<file path="config.mk">
export PLATFORM = sky130hd
export DESIGN_NAME = per_phase_latency_profiler_core
export DESIGN_NICKNAME = d
export VERILOG_FILES = /design/src/design/pplp_pkg.sv /design/src/design/pplp_div.sv /design/src/design/pplp_table.sv /design/src/design/per_phase_latency_profiler_core.sv
export VERILOG_INCLUDE_DIRS = /design/src /design/src/design
export SDC_FILE = /design/constraint.sdc
export NUM_CORES = 2
export LEC_CHECK = 0
export BUFFER_PORTS_ARGS = -buffer_cell sky130_fd_sc_hd__buf_4
export CAP_MARGIN = 20
export CORE_MARGIN = 5
export CORE_UTILIZATION = 50
export DETAILED_ROUTE_END_ITERATION = 7
export GPL_TIMING_DRIVEN = 0
export HOLD_SLACK_MARGIN = 0.12
export PLACE_DENSITY = 0.67
export SLEW_MARGIN = 5
export SYNTH_ARGS = -nofsm -noshare
export SYNTH_HDL_FRONTEND = slang
export SYNTH_SLANG_ARGS = --single-unit
</file>
<file path="constraint.sdc">
create_clock -name i_clk -period 32.4 [get_ports i_clk]
set_input_delay 6.48 -clock i_clk [delete_from_list [all_inputs] [get_ports i_clk]]
set_output_delay 6.48 -clock i_clk [all_outputs]
set_load 0.02 [all_outputs]
</file>
<file path="src/design/assert_macros.svh">
// ----------------------------------------------------------------------------
// assertion macros
// shared concurrent assertion forms for the profiler rtl
// ----------------------------------------------------------------------------
`ifndef ASSERT_MACROS_SVH
`define ASSERT_MACROS_SVH

`ifndef NO_ASSERTIONS

`define ASSERT_IMPLIES(label, clk, rst_n, ante, cons) \
    label: assert property (@(posedge clk) disable iff (!(rst_n)) (ante) |-> (cons)) \
        else $error("assertion failed");

`define ASSERT_NEXT(label, clk, rst_n, ante, cons) \
    label: assert property (@(posedge clk) disable iff (!(rst_n)) (ante) |=> (cons)) \
        else $error("assertion failed");

`else

`define ASSERT_IMPLIES(label, clk, rst_n, ante, cons)

`define ASSERT_NEXT(label, clk, rst_n, ante, cons)

`endif

`endif

</file>
<file path="src/design/pplp_pkg.sv">
`timescale 1ns / 1ps
// ----------------------------------------------------------------------------
// pplp_pkg
// types and codes shared by the per-phase latency profiler modules
// ----------------------------------------------------------------------------
package pplp_pkg;

    localparam int DIV_STEPS = 32;

    localparam logic [1:0] KIND_START = 2'd0;
    localparam logic [1:0] KIND_STOP  = 2'd1;
    localparam logic [1:0] KIND_CLEAR = 2'd2;
    localparam logic [1:0] KIND_QUERY = 2'd3;

    localparam logic [1:0] ST_OK      = 2'd0;
    localparam logic [1:0] ST_OFF     = 2'd1;
    localparam logic [1:0] ST_BADPH   = 2'd2;
    localparam logic [1:0] ST_NOSTART = 2'd3;

    typedef struct packed {
        logic [1:0]  kind;
        logic [7:0]  phase;
        logic [31:0] timestamp;
    } t_in_word;

    typedef struct packed {
        logic [1:0]  status;
        logic [31:0] elapsed;
        logic [31:0] sample_count;
        logic [31:0] peak;
        logic [31:0] average;
    } t_out_word;

    typedef struct packed {
        logic [31:0] count;
        logic [31:0] peak;
        logic [31:0] sum;
    } t_stats;

    typedef struct packed {
        logic clear;
        logic rd_en;
        logic wr_stats;
        logic wr_start;
        logic set_act;
        logic clr_act;
    } t_tbl_ctrl;

    typedef enum logic [2:0] {
        S_IDLE,
        S_READ,
        S_ELAPSE,
        S_UPDATE,
        S_DIV
    } t_seq_state;

endpackage

</file>
<file path="src/design/pplp_div.sv">
`timescale 1ns / 1ps
// ----------------------------------------------------------------------------
// pplp_div
// 32-bit restoring divider, one quotient bit per cycle
// ----------------------------------------------------------------------------
module pplp_div (
    input  logic        i_clk,
    input  logic        i_rst_n,
    input  logic        i_start,
    input  logic [31:0] i_dividend,
    input  logic [31:0] i_divisor,
    output logic        o_done,
    output logic [31:0] o_quotient
);
    import pplp_pkg::*;

    localparam int CW = $clog2(DIV_STEPS + 1);

    logic [CW-1:0] r_cnt;
    logic [CW-1:0] n_cnt;
    logic          r_done;
    logic [31:0]   r_rem;
    logic [31:0]   r_quo;
    logic [31:0]   r_den;
    logic [32:0]   rem_sh;
    logic [32:0]   diff;
    logic          ge;

    // shift in next dividend bit, trial subtract
    always_comb begin
        rem_sh = {r_rem, r_quo[31]};
        ge     = rem_sh >= {1'b0, r_den};
        diff   = rem_sh - {1'b0, r_den};
        n_cnt  = r_cnt - CW'(1);
    end

    always_ff @(posedge i_clk) begin
        if (!i_rst_n) begin
            r_cnt  <= '0;
            r_done <= 1'b0;
        end else begin
            r_done <= 1'b0;
            if (i_start) begin
                r_cnt <= CW'(DIV_STEPS);
            end else if (r_cnt != '0) begin
                r_cnt <= n_cnt;
                if (n_cnt == '0) begin
                    r_done <= 1'b1;
                end
            end
        end
    end

    always_ff @(posedge i_clk) begin
        if (i_start) begin
            r_rem <= '0;
            r_quo <= i_dividend;
            r_den <= i_divisor;
        end else if (r_cnt != '0) begin
            r_rem <= ge ? diff[31:0] : rem_sh[31:0];
            r_quo <= {r_quo[30:0], ge};
        end
    end

    assign o_done     = r_done;
    assign o_quotient = r_quo;

endmodule

</file>
<file path="src/design/pplp_table.sv">
`timescale 1ns / 1ps
// ----------------------------------------------------------------------------
// pplp_table
// per-phase statistics and start-time memories with valid and active flags
// ----------------------------------------------------------------------------
module pplp_table #(
    parameter int PHASES = 16,
    parameter int IW     = 4
) (
    input  logic               i_clk,
    input  logic               i_rst_n,
    input  pplp_pkg::t_tbl_ctrl i_ctrl,
    input  logic [IW-1:0]      i_idx,
    input  pplp_pkg::t_stats   i_stats,
    input  logic [31:0]        i_start_time,
    output pplp_pkg::t_stats   o_stats,
    output logic [31:0]        o_start_time,
    output logic               o_active
);
    import pplp_pkg::*;

    t_stats            r_stat_mem [PHASES];
    logic [31:0]       r_time_mem [PHASES];
    logic [PHASES-1:0] r_valid;
    logic [PHASES-1:0] r_active;
    t_stats            r_rd_stats;
    logic [31:0]       r_rd_time;
    logic              r_rd_valid;

    always_ff @(posedge i_clk) begin
        if (i_ctrl.wr_stats) begin
            r_stat_mem[i_idx] <= i_stats;
        end
        if (i_ctrl.wr_start) begin
            r_time_mem[i_idx] <= i_start_time;
        end
        if (i_ctrl.rd_en) begin
            r_rd_stats <= r_stat_mem[i_idx];
            r_rd_time  <= r_time_mem[i_idx];
            r_rd_valid <= r_valid[i_idx];
        end
    end

    // a clear drops every valid and active flag at once, stale statistics then read as zero
    always_ff @(posedge i_clk) begin
        if (!i_rst_n) begin
            r_valid  <= '0;
            r_active <= '0;
        end else if (i_ctrl.clear) begin
            r_valid  <= '0;
            r_active <= '0;
        end else begin
            if (i_ctrl.wr_stats) begin
                r_valid[i_idx] <= 1'b1;
            end
            if (i_ctrl.set_act) begin
                r_active[i_idx] <= 1'b1;
            end else if (i_ctrl.clr_act) begin
                r_active[i_idx] <= 1'b0;
            end
        end
    end

    assign o_stats      = r_rd_valid ? r_rd_stats : '0;
    assign o_start_time = r_rd_time;
    assign o_active     = r_active[i_idx];

endmodule

</file>
<file path="src/design/per_phase_latency_profiler_core.sv">
`timescale 1ns / 1ps
// ----------------------------------------------------------------------------
// per_phase_latency_profiler_core
// per-phase start/stop latency statistics with iterative average divide
// ----------------------------------------------------------------------------
// each word steps through the read, elapse, update and divide states, and the
// result strobe is registered once the single 32-step divider finishes
// busy is high from acceptance until the strobe cycle, which may take a new word
// results are strobed for one cycle and cannot be held off by the receiver
// synchronous active-low reset clears the table flags, enable and sequencer
// ----------------------------------------------------------------------------
`include "assert_macros.svh"

module per_phase_latency_profiler_core #(
    parameter int PHASES = 16
) (
    input  logic                i_clk,
    input  logic                i_rst_n,
    input  logic                start,
    output logic                busy,
    input  pplp_pkg::t_in_word  i_item,
    input  logic                i_cfg_we,
    input  logic                i_cfg_wdata,
    output logic                o_strobe,
    output pplp_pkg::t_out_word o_result
);
    import pplp_pkg::*;

    localparam int         IW     = (PHASES > 1) ? $clog2(PHASES) : 1;
    localparam logic [8:0] PH_LIM = 9'(PHASES);

    t_seq_state  r_state;
    t_seq_state  n_state;
    t_in_word    r_item;
    logic        r_ph_ok;
    logic        r_enable;
    logic [31:0] r_elapsed;
    logic [1:0]  r_status;
    logic [31:0] r_el_out;
    t_stats      r_res;
    logic        r_strobe;
    t_out_word   r_result;

    logic [1:0]  n_status;
    logic [31:0] n_el_out;
    t_stats      n_res;
    logic        dec_clear;
    logic        dec_wr_stats;
    logic        dec_wr_start;
    logic        dec_set_act;
    logic        dec_clr_act;
    logic        cfg_clear;
    logic        accept;
    logic        div_start;
    logic        div_done;
    logic [31:0] div_quo;
    t_tbl_ctrl   tbl_ctrl;
    t_stats      tbl_stats;
    logic [31:0] tbl_time;
    logic        tbl_active;
    logic [IW-1:0] idx;

    assign busy      = (r_state != S_IDLE);
    assign accept    = start && !busy;
    assign idx       = r_item.phase[IW-1:0];
    assign cfg_clear = i_cfg_we && i_cfg_wdata && !r_enable;

    // event decode on the word held during the update step
    always_comb begin
        n_status     = ST_OK;
        n_el_out     = '0;
        n_res        = tbl_stats;
        dec_clear    = 1'b0;
        dec_wr_stats = 1'b0;
        dec_wr_start = 1'b0;
        dec_set_act  = 1'b0;
        dec_clr_act  = 1'b0;
        case (r_item.kind)
            KIND_CLEAR: begin
                dec_clear = 1'b1;
                n_res     = '0;
            end
            KIND_START, KIND_STOP: begin
                if (!r_enable) begin
                    n_status = ST_OFF;
                    if (!r_ph_ok) begin
                        n_res = '0;
                    end
                end else if (!r_ph_ok) begin
                    n_status = ST_BADPH;
                    n_res    = '0;
                end else if (r_item.kind == KIND_START) begin
                    dec_wr_start = 1'b1;
                    dec_set_act  = 1'b1;
                end else if (!tbl_active) begin
                    n_status = ST_NOSTART;
                end else begin
                    n_el_out     = r_elapsed;
                    n_res.count  = tbl_stats.count + 32'd1;
                    n_res.sum    = tbl_stats.sum + r_elapsed;
                    n_res.peak   = (r_elapsed > tbl_stats.peak) ? r_elapsed
                                                                : tbl_stats.peak;
                    dec_wr_stats = 1'b1;
                    dec_clr_act  = 1'b1;
                end
            end
            default: begin
                if (!r_ph_ok) begin
                    n_status = ST_BADPH;
                    n_res    = '0;
                end
            end
        endcase
    end

    // next state
    always_comb begin
        n_state = r_state;
        case (r_state)
            S_IDLE:   if (start) n_state = S_READ;
            S_READ:   n_state = S_ELAPSE;
            S_ELAPSE: n_state = S_UPDATE;
            S_UPDATE: n_state = S_DIV;
            S_DIV:    if (div_done) n_state = S_IDLE;
            default:  n_state = S_IDLE;
        endcase
    end

    // sequencer outputs
    always_comb begin
        tbl_ctrl  = '0;
        div_start = 1'b0;
        case (r_state)
            S_READ: begin
                tbl_ctrl.rd_en = 1'b1;
            end
            S_UPDATE: begin
                tbl_ctrl.clear    = dec_clear;
                tbl_ctrl.wr_stats = dec_wr_stats;
                tbl_ctrl.wr_start = dec_wr_start;
                tbl_ctrl.set_act  = dec_set_act;
                tbl_ctrl.clr_act  = dec_clr_act;
                div_start         = 1'b1;
            end
            default: begin
                tbl_ctrl = '0;
            end
        endcase
        if (cfg_clear) begin
            tbl_ctrl.clear = 1'b1;
        end
    end

    always_ff @(posedge i_clk) begin
        if (!i_rst_n) begin
            r_state  <= S_IDLE;
            r_enable <= 1'b0;
            r_strobe <= 1'b0;
        end else begin
            r_state  <= n_state;
            r_strobe <= div_done;
            if (i_cfg_we) begin
                r_enable <= i_cfg_wdata;
            end
        end
    end

    always_ff @(posedge i_clk) begin
        if (accept) begin
            r_item  <= i_item;
            r_ph_ok <= {1'b0, i_item.phase} < PH_LIM;
        end
        if (r_state == S_ELAPSE) begin
            r_elapsed <= r_item.timestamp - tbl_time;
        end
        if (r_state == S_UPDATE) begin
            r_status <= n_status;
            r_el_out <= n_el_out;
            r_res    <= n_res;
        end
        if (div_done) begin
            r_result.status       <= r_status;
            r_result.elapsed      <= r_el_out;
            r_result.sample_count <= r_res.count;
            r_result.peak         <= r_res.peak;
            r_result.average      <= (r_res.count == '0) ? '0 : div_quo;
        end
    end

    pplp_table #(
        .PHASES (PHASES),
        .IW     (IW)
    ) u_table (
        .i_clk        (i_clk),
        .i_rst_n      (i_rst_n),
        .i_ctrl       (tbl_ctrl),
        .i_idx        (idx),
        .i_stats      (n_res),
        .i_start_time (r_item.timestamp),
        .o_stats      (tbl_stats),
        .o_start_time (tbl_time),
        .o_active     (tbl_active)
    );

    pplp_div u_div (
        .i_clk      (i_clk),
        .i_rst_n    (i_rst_n),
        .i_start    (div_start),
        .i_dividend (n_res.sum),
        .i_divisor  (n_res.count),
        .o_done     (div_done),
        .o_quotient (div_quo)
    );

    assign o_strobe = r_strobe;
    assign o_result = r_result;

    `ASSERT_IMPLIES(a_strobe_after_div, i_clk, i_rst_n, o_strobe, $past(r_state == S_DIV))
    `ASSERT_IMPLIES(a_strobe_not_busy, i_clk, i_rst_n, o_strobe, !busy)
    `ASSERT_NEXT(a_accept_goes_busy, i_clk, i_rst_n, start && !busy, busy)

endmodule

</file>
# After elaboration in Yosys (flattened, before gate mapping)
# Memories as Yosys holds them, arrays and structs flattened. A register that Yosys moved wholly into a read port is not among the register bits.
# Index checks and enable logic that the tools add are counted.
dict set report totals {
  output_inout_bits 132
  ff_bits 440
  ramBits 2048
  inputBits 47
  memories 2
}
# name words width read_ports rd_ports_with_merged_regs write_ports line
set memory_table {}
lappend memory_table {u_table.r_stat_mem 16 96 1 1 1 pplp_table.sv:22} ;# t_stats r_stat_mem [PHASES];
lappend memory_table {u_table.r_time_mem 16 32 1 1 1 pplp_table.sv:23} ;# logic [31:0] r_time_mem [PHASES];
dict set report classes {
  n_mux 50
  add_sub_neg 5
  n_bitwise 10
  eq_ne 8
  reduce_logical 20
  n_lt_le_gt_ge 5
}
# op n
set ops {}
lappend ops {{$mux 96} 6}
lappend ops {{$pmux 96 s2} 1}
lappend ops {{$mux 32} 4}
lappend ops {{$sub 32x32->32} 2}
lappend ops {{$ge 33x32->1} 1}
lappend ops {{$add 32x1->32 const B} 1}
lappend ops {{$add 32x32->32} 1}
lappend ops {{$gt 32x32->1} 1}
lappend ops {{$logic_not 32->1} 1}
lappend ops {{$mux 16} 2}
lappend ops {{$or 16x16->16} 2}
lappend ops {{$mux 1} 22}
lappend ops {{$and 16x16->16} 1}
lappend ops {{$not 16->16} 1}
lappend ops {{$pmux 3 s5} 1}
lappend ops {{$mux 6} 2}
lappend ops {{$mux 2} 5}
lappend ops {{$bmux 1 s4} 2}
lappend ops {{$lt 8x5->1 const B} 1}
lappend ops {{$eq 3x2->1 const B} 2}
lappend ops {{$logic_not 6->1} 1}
lappend ops {{$mux 3} 2}
lappend ops {{$not 1->1} 6}
lappend ops {{$reduce_bool 6->1} 1}
lappend ops {{other kinds (22)} 29}

# Depth between registers and ports, before layout
dict set report logic_depth {
  depth_word 10
  ltp_mapped 24
  depth_no_buf 15
}

# Cells and area by module
# Synthesis repeated with hierarchy kept, for this count alone.
dict set report unflattened {
  hier_cells 5433
  hier_area_um2 103819.6
}
# mod cells_each area_each_um2 instances
set by_module_without_submodules {}
lappend by_module_without_submodules {pplp_table 3539 82399.0 1}
lappend by_module_without_submodules {per_phase_latency_profiler_core 1290 15441.1 1}
lappend by_module_without_submodules {pplp_div 604 5979.5 1}

# Worst setup path after synthesis
# No wires, ideal clock.
dict set report synth_path {
  path_kind {flip-flop to flip-flop}
  start {register r_state[0]}
  end {register u_table.r_rd_time[0], in the netlist u_table.o_start_time[0], read port of u_table.r_time_mem, enable pin}
  setup_time_ns 0.802
  setup_slack_ns 21.806
  arrival_time_ns 9.792
  stages_incl_launch_ff 2
  period_less_slack_ns 10.594
  required_ns 31.598
  path_cell_list {dfxtp_1 nor3b_1}
}
dict set report synth_between {
  elab_chain_len 2
}
# item line
set synth_rtl {}
lappend synth_rtl {{start, declared} per_phase_latency_profiler_core.sv:32} ;# t_seq_state r_state;
lappend synth_rtl {{start signal, assigned} per_phase_latency_profiler_core.sv:160} ;# r_state <= n_state;
lappend synth_rtl {{$eq 3x1->1} per_phase_latency_profiler_core.sv:133} ;# case (r_state)
lappend synth_rtl {{$mux 1} per_phase_latency_profiler_core.sv:133}
lappend synth_rtl {{end, declared} pplp_table.sv:27} ;# logic [31:0] r_rd_time;
# No other way between the ends.
# A chain may end at the register's enable or synchronous reset.

==> results.cfg <==
[run_status]
outcome = finished, final reports clean

[setup_path]
arrival_ns = 9.38
worst-setup-path-type = reg -> reg
timing.rr.start = u_table.r_rd_valid
critPathMaxFanout = 17
rr_endpoint = u_table.r_stat_mem[12][33]
critPathRequiredTime_ns = 32.98
start_kind = flip-flop
cp-end-kind = flip-flop
rrSetupSlack_ns = 23.60
ff2ff_path_depth = 23

[sta]
setup_violations = 0
rsz0062_at_grt = false
final_hold_viol_count = 0
fmax_mhz = 114
period_share_pct = 27.2
fin_skew_ns = 0.0732
timing.setup.tns_ns = 0
relSlewSlack_pct = 15.7
slew_viol_final = 0
post-route-min-period_ns = 8.80
worst_pin_slew_ns = 1.26

[logic_synthesis]
syn_nets = 5402
synth_compound_area_share_pct = 3.50
synth.area.mux_share_pct = 14.4
synth-adder-area-share_pct = 1.52
synth_cell_types = 84
ys_seq_elements = 2584
yosysSeqAreaShare_pct = 74.5
synth_simple_gate_area_share_pct = 3.69
synthXorXnorAreaFrac_pct = 0.858
async_flop_share_pct = 0
synth_top_family_by_area = multiplexers
synthFlopType = edfxtp_1
synth_edf_count = 2508
synthCells = 5235
avgSynthCellArea_um2 = 19.7
yosys_warnings = 0
syn_area_mm2 = 0.103

[floorplan]
core-area_mm2 = 0.205
die_width_um = 464
start_util_pct = 50.3
die_area_mm2 = 0.215
io_pins = 179
rows = 166
die_h_um = 464

[finish]
multi_input_area_mm2 = 0.0250
drive_gt1_share_pct = 24.6
nets = 6058
areaGrowthSynthToFinish_pct = 16.0
nFillCells = 14700
register_area_mm2 = 0.0768
stdcell_area_mm2 = 0.120

[worst_hold_path]
min_path_cells = 0
min_to = o_result[57]
hp-start = r_res[57]
hp-class = reg -> reg

[detailed_routing]
detail_route.iter0.violations = 7146
drc = 0
wl_per_cell_um = 31.7
drt.antenna.violating_nets = 0
wirelength_um = 279000
vias = 55700
firstDrtPassIters = 6
avgViaCountPerCell = 6.34

[power]
leakage_nw = 39.4
ir_worst_vdd_mv = 0.0642
power.density_mw_per_mm2 = 65.9

[global_route]
grt_max_degree = 67
grtUsageTotal_pct = 25.7
grt_pass1_vias = 55500
grt_antenna_before_repair = 13
grt_pass1_wl_um = 399000
grt-ovfl-total = 0

[cts]
clk_latency_ns = 0.93
htree_levels = 5
cts_setup_buffers = 0
clk_pin_slew_ns = 0.06
tritoncts = yes
cts_sinks = 2584
cts_resized = 0
clock_path_buffers = 4
cts-buffers-inserted = 282
ctsRootBufferMaster = clkbuf_16
cts_hold_buf = 0

[place]
dp_hpwl_um = 183000
portBuffers = 178
placed_area_mm2 = 0.111
place_congestion = 0.919

[flow_run]
cap_violations = 0
[final cells by class]
cell class	instances	share of cell area (%)
plain buffers	267	0.887
clock buffers	352	6.23
flip-flops and latches	2584	64.2
diodes	7	0.0146
inverters	132	0.477
clock inverters	139	0.878
well taps	2688	2.81
repair buffers	372	3.54
multi-input cells	2252	20.9
[flip-flops by register name, indices dropped and copies added, names as in the netlist, 16 cells and up, named ones only]
signal                flops
u_table.r_rd_stats       96
u_div.r_den              32
r_res                    32
o_result                130
u_table.r_stat_mem     1536
u_table.r_time_mem      512
r_el_out                 32
r_elapsed                32
u_div.r_rem              32
r_item                   34
u_div.o_quotient         32
u_table.r_valid          16
u_table.o_start_time     32
[cells in the mapped netlist (57+ instances only)]
cell / number / area [um2]
nand3_1: 57 / 285
ha_1: 117 / 1460
inv_1: 132 / 495
clkbuf_1: 198 / 743
dfxtp_1: 76 / 1520
o21ai_0: 119 / 596
xnor2_1: 69 / 604
a21oi_1: 148 / 741
nor2_1: 218 / 818
edfxtp_1: 2508 / 75300
mux4_2: 650 / 14600
nand2_1: 254 / 953
[layout by cell type, fill, tap and decap left out, types with 32 or more instances in the layout]
| cell | instances |
|---|---|
| nand2_1 | 254 |
| clkbuf_16 | 288 |
| clkbuf_1 | 250 |
| dfxtp_1 | 75 |
| buf_8 | 46 |
| xnor2_1 | 69 |
| a21oi_1 | 148 |
| xor2_1 | 32 |
| edfxtp_1 | 2508 |
| nand3_1 | 57 |
| mux4_2 | 650 |
| o21ai_0 | 110 |
| ha_1 | 117 |
| clkinv_1 | 74 |
| buf_4 | 236 |
| a21o_1 | 41 |
| nor2_1 | 202 |
| buf_1 | 45 |
| a32o_1 | 33 |
| inv_1 | 117 |
| and3_1 | 50 |
| nor2b_1 | 54 |
[stage by stage]
step | power [mW] | hold WS [ns] | utilization [%] | instances | worst slack, ns
global placement | 4.89 | 0.403 | 52.6 | 8101 | 12.01
floorplan | 4.57 | 0.400 | - | 5235 | 21.81
global route | 8.15 | 0.421 | 58.3 | 8788 | 23.41
detailed placement | 4.92 | 0.405 | 54.0 | 8259 | 23.90
finish | 7.88 | 0.404 | 58.3 | 8793 | 23.60
CTS | 7.91 | 0.406 | 58.1 | 8750 | 23.83
[cell families after synthesis]
group	count (synthesis)
AOI/OAI and AO/OA	556
xor gates and xnor gates	101
adders and majority gates	124
buffers and inverters	399
DFF	2584
muxes	673
and+or+nand+nor	798
[worst max-delay path by stage]
stage / start / to / slack (ns) / cells past startpoint
after global routing: u_table.r_rd_valid / u_table.r_stat_mem[12][33] / 23.41 / 23
after floorplan: r_state[0] / u_table.o_start_time[0] / 21.81 / 1
final: u_table.r_rd_valid / u_table.r_stat_mem[12][33] / 23.60 / 23
after CTS: r_state[2] / busy / 23.83 / 2
after global placement: r_state[0] / u_table.o_start_time[13] / 12.01 / 1
after detailed placement: u_table.r_rd_valid / r_res[33] / 23.90 / 23
[power breakdown]
part / switching (mW) / internal, mW / leakage, nW
logic: 0.590 / 0.407 / 11.6
registers: 0.0877 / 3.79 / 23.6
clock network: 1.26 / 1.75 / 4.14
total: 1.94 / 5.95 / 39.4
[per-layer routing]
layer / up-vias / wire length, um / global-route usage (%)
met3: 584 / 28500 / 6.11
met1: 29200 / 108000 / 35.8
met4: 0 / 10600 / 8.99
met5: - / 0 / 0
met2: 3145 / 131000 / 40.3
li1: 22800 / - / -
[critical path: stages, from the launching register on]
cell and delay [ns]:
edfxtp_1 0.43, buf_2 0.28, buf_4 0.26, buf_2 0.23
buf_2 0.34, buf_1 0.73, clkbuf_1 0.47, clkbuf_1 0.66
clkbuf_1 0.88, buf_1 0.44, nand2_1 0.11, ha_1 0.32
a21o_1 0.17, a21o_1 0.18, a21o_1 0.17, a21o_1 0.17
a21oi_1 0.15, nor2b_1 0.06, o21ai_0 0.14, nand2_1 0.11
o21a_1 0.25, o21ai_1 0.40, clkbuf_1 0.61, a32o_1 0.83
Power figures use the tool's default switching activity.
